===== config.mk =====
export PLATFORM = sky130hd
export DESIGN_NAME = ftp_session_command_classifier
export DESIGN_NICKNAME = d
export VERILOG_FILES = /design/src/ftpcls_pkg.sv /design/src/ftp_session_command_classifier.sv
export SDC_FILE = /design/constraint.sdc
export NUM_CORES = 2
export LEC_CHECK = 0
export BUFFER_PORTS_ARGS = -buffer_cell sky130_fd_sc_hd__buf_2
export CELL_PAD_IN_SITES_DETAIL_PLACEMENT = 1
export CELL_PAD_IN_SITES_GLOBAL_PLACEMENT = 1
export CORE_ASPECT_RATIO = 1.75
export CORE_MARGIN = 2
export CORE_UTILIZATION = 30
export DETAILED_ROUTE_END_ITERATION = 8
export PLACE_DENSITY = 0.56
export SLEW_MARGIN = 40
export SYNTH_ARGS = -nofsm -noshare
export SYNTH_HDL_FRONTEND = slang
export SYNTH_SLANG_ARGS = --single-unit

===== constraint.sdc =====
create_clock -name clk -period 12.01 [get_ports clk]
set_clock_uncertainty 0.15 [all_clocks]
set_input_delay 0.6005 -clock clk [delete_from_list [all_inputs] [get_ports clk]]
set_output_delay 0.6005 -clock clk [all_outputs]
set_load 0.01 [all_outputs]

===== src/ftpcls_pkg.sv =====
// Types, codes and command tree tables for the FTP session classifier.
`timescale 1ns / 1ps

package ftpcls_pkg;

  // Event codes
  localparam logic [1:0] OP_COMMAND  = 2'd0;
  localparam logic [1:0] OP_PASSWORD = 2'd1;
  localparam logic [1:0] OP_USERNAME = 2'd2;
  localparam logic [1:0] OP_END      = 2'd3;

  // Verdict codes
  localparam logic [1:0] V_UNKNOWN = 2'd0;
  localparam logic [1:0] V_MATCH   = 2'd1;
  localparam logic [1:0] V_NOMATCH = 2'd2;

  // Tree size and flag constants
  localparam int unsigned NODES     = 10;
  localparam logic [7:0] ZERO_INIT  = 8'd255;
  localparam logic [7:0] ZERO_CLEAR = 8'd254;
  localparam logic [7:0] FLAG_MASK  = 8'd127;
  localparam logic [7:0] FALSE_XOR  = 8'h80;

  typedef struct packed {
    logic [1:0]  op;
    logic [31:0] session_id;
    logic [3:0]  command_code;
    logic        password_is_default;
  } item_t;

  typedef struct packed {
    logic [1:0] verdict;
    logic       session_found;
    logic       table_full;
  } result_t;

  // One row of the session table
  typedef struct packed {
    logic        valid;
    logic [31:0] key;
    logic [3:0]  pos;
    logic [7:0]  assist;
    logic [7:0]  zero;
    logic [1:0]  verdict;
  } entry_t;

  typedef enum logic [4:0] {
    ST_CLEAR = 5'b00001,
    ST_IDLE  = 5'b00010,
    ST_SCAN  = 5'b00100,
    ST_EXEC  = 5'b01000,
    ST_WALK  = 5'b10000
  } state_t;

  // Next node on a false branch
  function automatic logic [3:0] node_false(input logic [3:0] p);
    logic [3:0] r;
    case (p)
      4'd2:    r = 4'd3;
      4'd6:    r = 4'd7;
      4'd8:    r = 4'd8;
      default: r = 4'd9;
    endcase
    return r;
  endfunction

  // Next node on a true branch
  function automatic logic [3:0] node_true(input logic [3:0] p);
    logic [3:0] r;
    case (p)
      4'd0:    r = 4'd1;
      4'd1:    r = 4'd2;
      4'd2:    r = 4'd3;
      4'd3:    r = 4'd4;
      4'd4:    r = 4'd5;
      4'd5:    r = 4'd6;
      4'd6:    r = 4'd7;
      4'd7:    r = 4'd8;
      4'd8:    r = 4'd8;
      default: r = 4'd9;
    endcase
    return r;
  endfunction

  // Assist flags toggled at each node (none in this tree)
  function automatic logic [7:0] node_assist(input logic [3:0] p);
    logic [7:0] r;
    case (p)
      default: r = 8'd0;
    endcase
    return r;
  endfunction

  // Decision held by a node
  function automatic logic [1:0] node_kind(input logic [3:0] p);
    logic [1:0] r;
    case (p)
      4'd8:    r = V_MATCH;
      4'd9:    r = V_NOMATCH;
      default: r = V_UNKNOWN;
    endcase
    return r;
  endfunction

  // Whether a node tests a command at all
  function automatic logic node_tested(input logic [3:0] p);
    return (p < 4'd8);
  endfunction

  // Command tested at a node: nodes 0..7 test commands 0..7
  function automatic logic [3:0] node_cmd(input logic [3:0] p);
    return p;
  endfunction

endpackage


===== src/ftp_session_command_classifier.sv =====
// Top level: session table search, update and command tree walk.
// Start to done: serial table search over one memory read port, a decision
// step, then up to ten tree steps.
// busy stays high for the whole item; the next item may start in the cycle
// done is shown. The receiver cannot stall: each result is shown for one cycle.
// Reset: synchronous; a clearing pass over all SESSIONS rows follows, busy high.
`timescale 1ns / 1ps

module ftp_session_command_classifier #(
  parameter int unsigned SESSIONS = 64
) (
  input  logic               clk,
  input  logic               rst,
  input  logic               start,
  output logic               busy,
  input  ftpcls_pkg::item_t  item,
  output logic               done,
  output ftpcls_pkg::result_t result
);

  localparam int unsigned AW = (SESSIONS > 1) ? $clog2(SESSIONS) : 1;
  localparam int unsigned CW = $clog2(SESSIONS + 1);
  localparam logic [AW-1:0] LAST = AW'(SESSIONS - 1);

  ftpcls_pkg::state_t state;
  logic [CW-1:0]      scan_cnt;
  logic               cmp_vld;
  logic [AW-1:0]      cmp_idx;
  logic               hit;
  logic [AW-1:0]      hit_idx;
  logic               free_found;
  logic [AW-1:0]      free_idx;
  ftpcls_pkg::entry_t row;
  ftpcls_pkg::item_t  item_q;
  logic [3:0]         p;
  logic [7:0]         a;
  logic [7:0]         zero_q;
  logic               wb;
  logic [AW-1:0]      wb_idx;
  logic               full_q;
  logic [3:0]         step_cnt;

  // Session table memory
  ftpcls_pkg::entry_t mem [SESSIONS];
  ftpcls_pkg::entry_t rd_data;
  logic [AW-1:0]      rd_addr;
  logic               wr_en;
  logic [AW-1:0]      wr_addr;
  ftpcls_pkg::entry_t wr_data;

  // Walk step signals
  logic               node_hit;
  logic [3:0]         p_next;
  logic [7:0]         a_next;
  logic [1:0]         kind_next;
  logic [1:0]         v_next;
  logic               walk_end;
  logic [3:0]         start_pos;

  assign busy = (state != ftpcls_pkg::ST_IDLE);

  always_ff @(posedge clk) begin
    if (wr_en) begin
      mem[wr_addr] <= wr_data;
    end
    rd_data <= mem[rd_addr];
  end

  assign rd_addr = (scan_cnt < CW'(SESSIONS)) ? scan_cnt[AW-1:0] : '0;

  // Stored position folded into the tree
  assign start_pos = (row.pos >= 4'(ftpcls_pkg::NODES)) ?
                     row.pos - 4'(ftpcls_pkg::NODES) : row.pos;

  // One tree step
  always_comb begin
    node_hit = ftpcls_pkg::node_tested(p) &&
               (item_q.command_code == ftpcls_pkg::node_cmd(p));
    if (node_hit) begin
      p_next = ftpcls_pkg::node_true(p);
      a_next = a ^ ftpcls_pkg::node_assist(p);
    end else begin
      p_next = ftpcls_pkg::node_false(p);
      if ((ftpcls_pkg::node_assist(p) & ftpcls_pkg::FALSE_XOR) == ftpcls_pkg::FALSE_XOR) begin
        a_next = a ^ ftpcls_pkg::node_assist(p);
      end else begin
        a_next = a;
      end
    end
    kind_next = ftpcls_pkg::node_kind(p_next);
    case (kind_next)
      ftpcls_pkg::V_MATCH: begin
        v_next = ((a_next & zero_q & ftpcls_pkg::FLAG_MASK) == 8'd0) ?
                 ftpcls_pkg::V_MATCH : ftpcls_pkg::V_NOMATCH;
      end
      ftpcls_pkg::V_NOMATCH: v_next = ftpcls_pkg::V_NOMATCH;
      default:               v_next = ftpcls_pkg::V_UNKNOWN;
    endcase
    walk_end = (kind_next != ftpcls_pkg::V_UNKNOWN) || node_hit ||
               (step_cnt == 4'(ftpcls_pkg::NODES - 1));
  end

  // Table write port
  always_comb begin
    wr_en   = 1'b0;
    wr_addr = hit_idx;
    wr_data = row;
    case (state)
      ftpcls_pkg::ST_CLEAR: begin
        wr_en   = 1'b1;
        wr_addr = scan_cnt[AW-1:0];
        wr_data = '0;
      end
      ftpcls_pkg::ST_EXEC: begin
        if (hit && item_q.op == ftpcls_pkg::OP_PASSWORD && item_q.password_is_default) begin
          wr_en        = 1'b1;
          wr_data.zero = row.zero & ftpcls_pkg::ZERO_CLEAR;
        end else if (hit && item_q.op == ftpcls_pkg::OP_END) begin
          wr_en         = 1'b1;
          wr_data.valid = 1'b0;
        end
      end
      ftpcls_pkg::ST_WALK: begin
        if (walk_end && wb) begin
          wr_en           = 1'b1;
          wr_addr         = wb_idx;
          wr_data.valid   = 1'b1;
          wr_data.key     = item_q.session_id;
          wr_data.pos     = p_next;
          wr_data.assist  = a_next;
          wr_data.zero    = zero_q;
          wr_data.verdict = v_next;
        end
      end
      default: begin
      end
    endcase
  end

  // Sequencer and datapath registers
  always_ff @(posedge clk) begin
    if (rst) begin
      state    <= ftpcls_pkg::ST_CLEAR;
      scan_cnt <= '0;
      cmp_vld  <= 1'b0;
      done     <= 1'b0;
    end else begin
      done <= 1'b0;
      case (state)
        ftpcls_pkg::ST_CLEAR: begin
          scan_cnt <= scan_cnt + 1'b1;
          if (scan_cnt[AW-1:0] == LAST) begin
            state <= ftpcls_pkg::ST_IDLE;
          end
        end
        ftpcls_pkg::ST_IDLE: begin
          if (start) begin
            item_q     <= item;
            scan_cnt   <= '0;
            cmp_vld    <= 1'b0;
            hit        <= 1'b0;
            free_found <= 1'b0;
            state      <= ftpcls_pkg::ST_SCAN;
          end
        end
        ftpcls_pkg::ST_SCAN: begin
          // issue next read address
          if (scan_cnt < CW'(SESSIONS)) begin
            scan_cnt <= scan_cnt + 1'b1;
            cmp_vld  <= 1'b1;
            cmp_idx  <= scan_cnt[AW-1:0];
          end else begin
            cmp_vld <= 1'b0;
          end
          // compare the row read last cycle
          if (cmp_vld) begin
            if (rd_data.valid && rd_data.key == item_q.session_id) begin
              hit     <= 1'b1;
              hit_idx <= cmp_idx;
              row     <= rd_data;
              cmp_vld <= 1'b0;
              state   <= ftpcls_pkg::ST_EXEC;
            end else begin
              if (!rd_data.valid && !free_found) begin
                free_found <= 1'b1;
                free_idx   <= cmp_idx;
              end
              if (cmp_idx == LAST) begin
                cmp_vld <= 1'b0;
                state   <= ftpcls_pkg::ST_EXEC;
              end
            end
          end
        end
        ftpcls_pkg::ST_EXEC: begin
          result.session_found <= hit;
          result.table_full    <= 1'b0;
          case (item_q.op)
            ftpcls_pkg::OP_COMMAND: begin
              if (hit && row.verdict != ftpcls_pkg::V_UNKNOWN) begin
                result.verdict <= row.verdict;
                done           <= 1'b1;
                state          <= ftpcls_pkg::ST_IDLE;
              end else begin
                p        <= hit ? start_pos : 4'd0;
                a        <= hit ? row.assist : 8'd0;
                zero_q   <= hit ? row.zero : ftpcls_pkg::ZERO_INIT;
                wb       <= hit || free_found;
                wb_idx   <= hit ? hit_idx : free_idx;
                full_q   <= !hit && !free_found;
                step_cnt <= '0;
                state    <= ftpcls_pkg::ST_WALK;
              end
            end
            ftpcls_pkg::OP_PASSWORD, ftpcls_pkg::OP_USERNAME: begin
              result.verdict <= hit ? row.verdict : ftpcls_pkg::V_NOMATCH;
              done           <= 1'b1;
              state          <= ftpcls_pkg::ST_IDLE;
            end
            default: begin
              result.verdict <= ftpcls_pkg::V_UNKNOWN;
              done           <= 1'b1;
              state          <= ftpcls_pkg::ST_IDLE;
            end
          endcase
        end
        ftpcls_pkg::ST_WALK: begin
          p        <= p_next;
          a        <= a_next;
          step_cnt <= step_cnt + 1'b1;
          if (walk_end) begin
            result.verdict       <= v_next;
            result.session_found <= hit;
            result.table_full    <= full_q;
            done                 <= 1'b1;
            state                <= ftpcls_pkg::ST_IDLE;
          end
        end
        default: begin
          state <= ftpcls_pkg::ST_IDLE;
        end
      endcase
    end
  end

  // Checks
  a_done_src: assert property (@(posedge clk) disable iff (rst)
    done |-> $past(state == ftpcls_pkg::ST_EXEC || state == ftpcls_pkg::ST_WALK))
    else $error("result strobe without a finishing step");

  a_no_wr_scan: assert property (@(posedge clk) disable iff (rst)
    (state == ftpcls_pkg::ST_SCAN) |-> !wr_en)
    else $error("table written during search");

  a_start_scan: assert property (@(posedge clk) disable iff (rst)
    (start && !busy) |=> (state == ftpcls_pkg::ST_SCAN))
    else $error("accepted transfer did not start a search");

  a_walk_bound: assert property (@(posedge clk) disable iff (rst)
    (state == ftpcls_pkg::ST_WALK) |-> (step_cnt < 4'(ftpcls_pkg::NODES)))
    else $error("tree walk overran its bound");

  a_full_vs_found: assert property (@(posedge clk) disable iff (rst)
    done |-> !(result.table_full && result.session_found))
    else $error("full table reported for an existing session");

endmodule


==> out/metrics.csv <==
metric,value,unit
status,"complete, no violations",
ios,48,
hold_viol_final,0,
cts_tree,done,
powerDensity,210.1,mW/mm^2
synth_seq_area_share,77.62,%
place_hpwl,341.4,mm
die_h,903.5,um
syn_nets,7801,
syn_area_per_cell,17.91,um^2
cts-root-buf,clkbuf_16,
cts_resized,0,
crit_path_end_kind,register,
final_cell_mix,"edfxtp_1, mux2i_1, clkbuf_16, o221ai_1, buf_4",
area.growth.synth_to_final,15.74,%
grt_pass1_wl,737.7,mm
period_minus_slack,7.143,ns
drt_pass1_iterations,9,
rows,330,
viasPerCell,5.743,
wl_per_cell,38.05,um
arrival,7.54,ns
final_common_cell,edfxtp_1,
power_leakage,0.04984,uW
synth_cells,7745,
design_area,0.1606,mm^2
gp_congestion,0.8878,
grt_max_degree,125,
fin_ws,4.867,ns
grt_usage,22.77,%
synth.distinct_cells,87,
post_cts_buffers,0,
power,33740,uW
syn_area,0.1387,mm^2
drv_cap,0,
ir_drop,0.1279,mV
start_kind,register,
tns,0,ns
antenna_found_initial,46,
clk_latency,0.95,ns
via_count,82740,
die_x,518.0,um
maxSlewViolCount,0,
grt_pass1_vias,83890,
ys_async_sr_fraction,0,%
clockBufferDepth,4,
io_buffer_count,47,
rsz0062_at_grt,false,
max_freq,0.1400,GHz
grt.overflow.total,0,
dieArea,0.4680,mm^2
ant_nets,0,
synth-seq-cells,3609,
post-route-period-util,59.48,%
coreArea,0.4608,mm^2
dpl_cell_area,0.1491,mm^2
remaining_drc_errors,0,
layout-drive-gt1-share,17.93,%
cts_buffers,318,
routed_wl,548.1,mm
relSlewSlack,37.43,%
path_clk_slew,0.07,ns
place_ws,4.748,ns
htreeDepth,5,
worstPathMaxFanout,35,
clock_sinks,3609,
ctsHoldBuffers,41,
synth_edf_count,3538,
tightestPinTransition,0.9385,ns
synth_warnings,0,
nNetsFinal,8050,
synthFlopType,edfxtp_1,
hold_class,input port to register,
initial_core_util,30.10,%
critPathKind,register to register,
required,12.41,ns
drt_iter0_markers,10970,
setup_viol,0,
-- per-layer routing --
layer	track usage [%]	part of all wire (%)	wire, um	vias to the layer above
li1	-	-	-	32650
met1	26.07	35	193400	44950
met2	40.08	51	277300	4017
met3	3.121	6.8	37320	1113
met4	14.42	7.3	40040	12
met5	0	0.017	91	-
-- per-stage QoR --
stage / hold WS, ns / utilization, % / std cells
3_5_place_dp: 0.2444 / 32.35 / 13760
6_report: 0.2148 / 34.84 / 14410
3_3_place_gp: 0.2442 / 32.13 / 13710
5_1_grt: 0.2103 / 34.83 / 14390
2_1_floorplan: 0.2355 / - / 7745
4_1_cts: 0.1453 / 34.75 / 14370
-- sequential cells by signal, summed over array words and instances (netlist names), 4 cells and up, named ones only --
register  flops
item_q       39
p             4
result        4
free_idx      6
zero_q        7
hit_idx       6
a             7
cmp_idx       6
scan_cnt      7
rd_data      53
row          53
mem        3392
wb_idx        6
state         5
step_cnt      4
-- Yosys cell counts, drive strengths merged (12+ instances only) --
cell / count / share of area [%]
edfxtp: 3538 / 77
mux2i: 485 / 3.5
o221ai: 305 / 1.9
clkbuf: 301 / 0.81
o21ai: 263 / 0.95
buf: 258 / 0.89
o22ai: 252 / 1.1
nand2: 198 / 0.54
a21oi: 188 / 0.68
mux2: 174 / 1.4
nor2: 169 / 0.46
mux4: 138 / 2.2
a211oi: 126 / 0.68
a222oi: 124 / 0.89
a22oi: 115 / 0.62
o21a: 85 / 0.46
a221oi: 79 / 0.53
a22o: 73 / 0.46
dfxtp: 71 / 1.0
nor2b: 68 / 0.31
nand3: 62 / 0.22
a211o: 61 / 0.39
nor3: 59 / 0.23
a31oi: 56 / 0.25
o211ai: 48 / 0.27
inv: 47 / 0.13
xor2: 30 / 0.19
nand2b: 29 / 0.13
and2: 26 / 0.12
nand4: 21 / 0.095
nor4: 20 / 0.095
a311oi: 16 / 0.10
o221a: 15 / 0.12
o311ai: 15 / 0.095
o31a: 15 / 0.095
ha: 14 / 0.13
and3: 13 / 0.059
o22a: 13 / 0.082
a32oi: 12 / 0.076
o2111ai: 12 / 0.076
or3: 12 / 0.054
-- critical path, cell delays in order (launching register included) --
cell and delay (ns):
edfxtp_1 0.45, xor2_1 0.24, or4_1 0.78, o21ai_0 0.73, nand2_1 0.24, ha_1 0.30, and2_1 0.22, a21boi_4 0.19
buf_4 0.57, a221o_2 0.63, nand4_1 0.54, nor2_4 0.37, buf_4 0.48, buf_4 0.65
-- path summary, 6_finish.rpt --
check,cells past startpoint,startpoint,slack [ns],endpoint
setup / recovery,13,p[0],4.87,mem[40][22]
hold / removal,2,item[15],0.21,item_q[15]
setup reg to reg,13,p[0],4.87,mem[40][22]
hold reg to reg,0,rd_data[13],0.24,row[13]
-- where the power goes --
part / internal (uW) / switching, uW / leakage [uW]
clock network: 6030 / 4820 / 0.00521
registers: 14700 / 299 / 0.0332
logic: 2130 / 5720 / 0.0114
-- cell families after synthesis --
family	Yosys count	synth area share, %
AOI/OAI and AO/OA	1965	10.50
and+or+nand+nor	715	2.524
adders and majority gates	14	0.1263
buffers and inverters	606	1.834
DFF	3609	77.62
xor gates and xnor gates	39	0.2462
muxes	797	7.153
-- area by class of cell --
type                            instances  area, um^2
Fill cell                           46100      300200
Sequential cell                      3609      107700
Multi-Input combinational cell       3530       29740
Clock buffer                          381        8519
Tap cell                             6142        7685
Timing Repair Buffer                  488        4558
Clock inverter                        189        2120
Inverter                               47       191.4
Antenna cell                           20       50.05
Power figures use the tool's default switching activity.
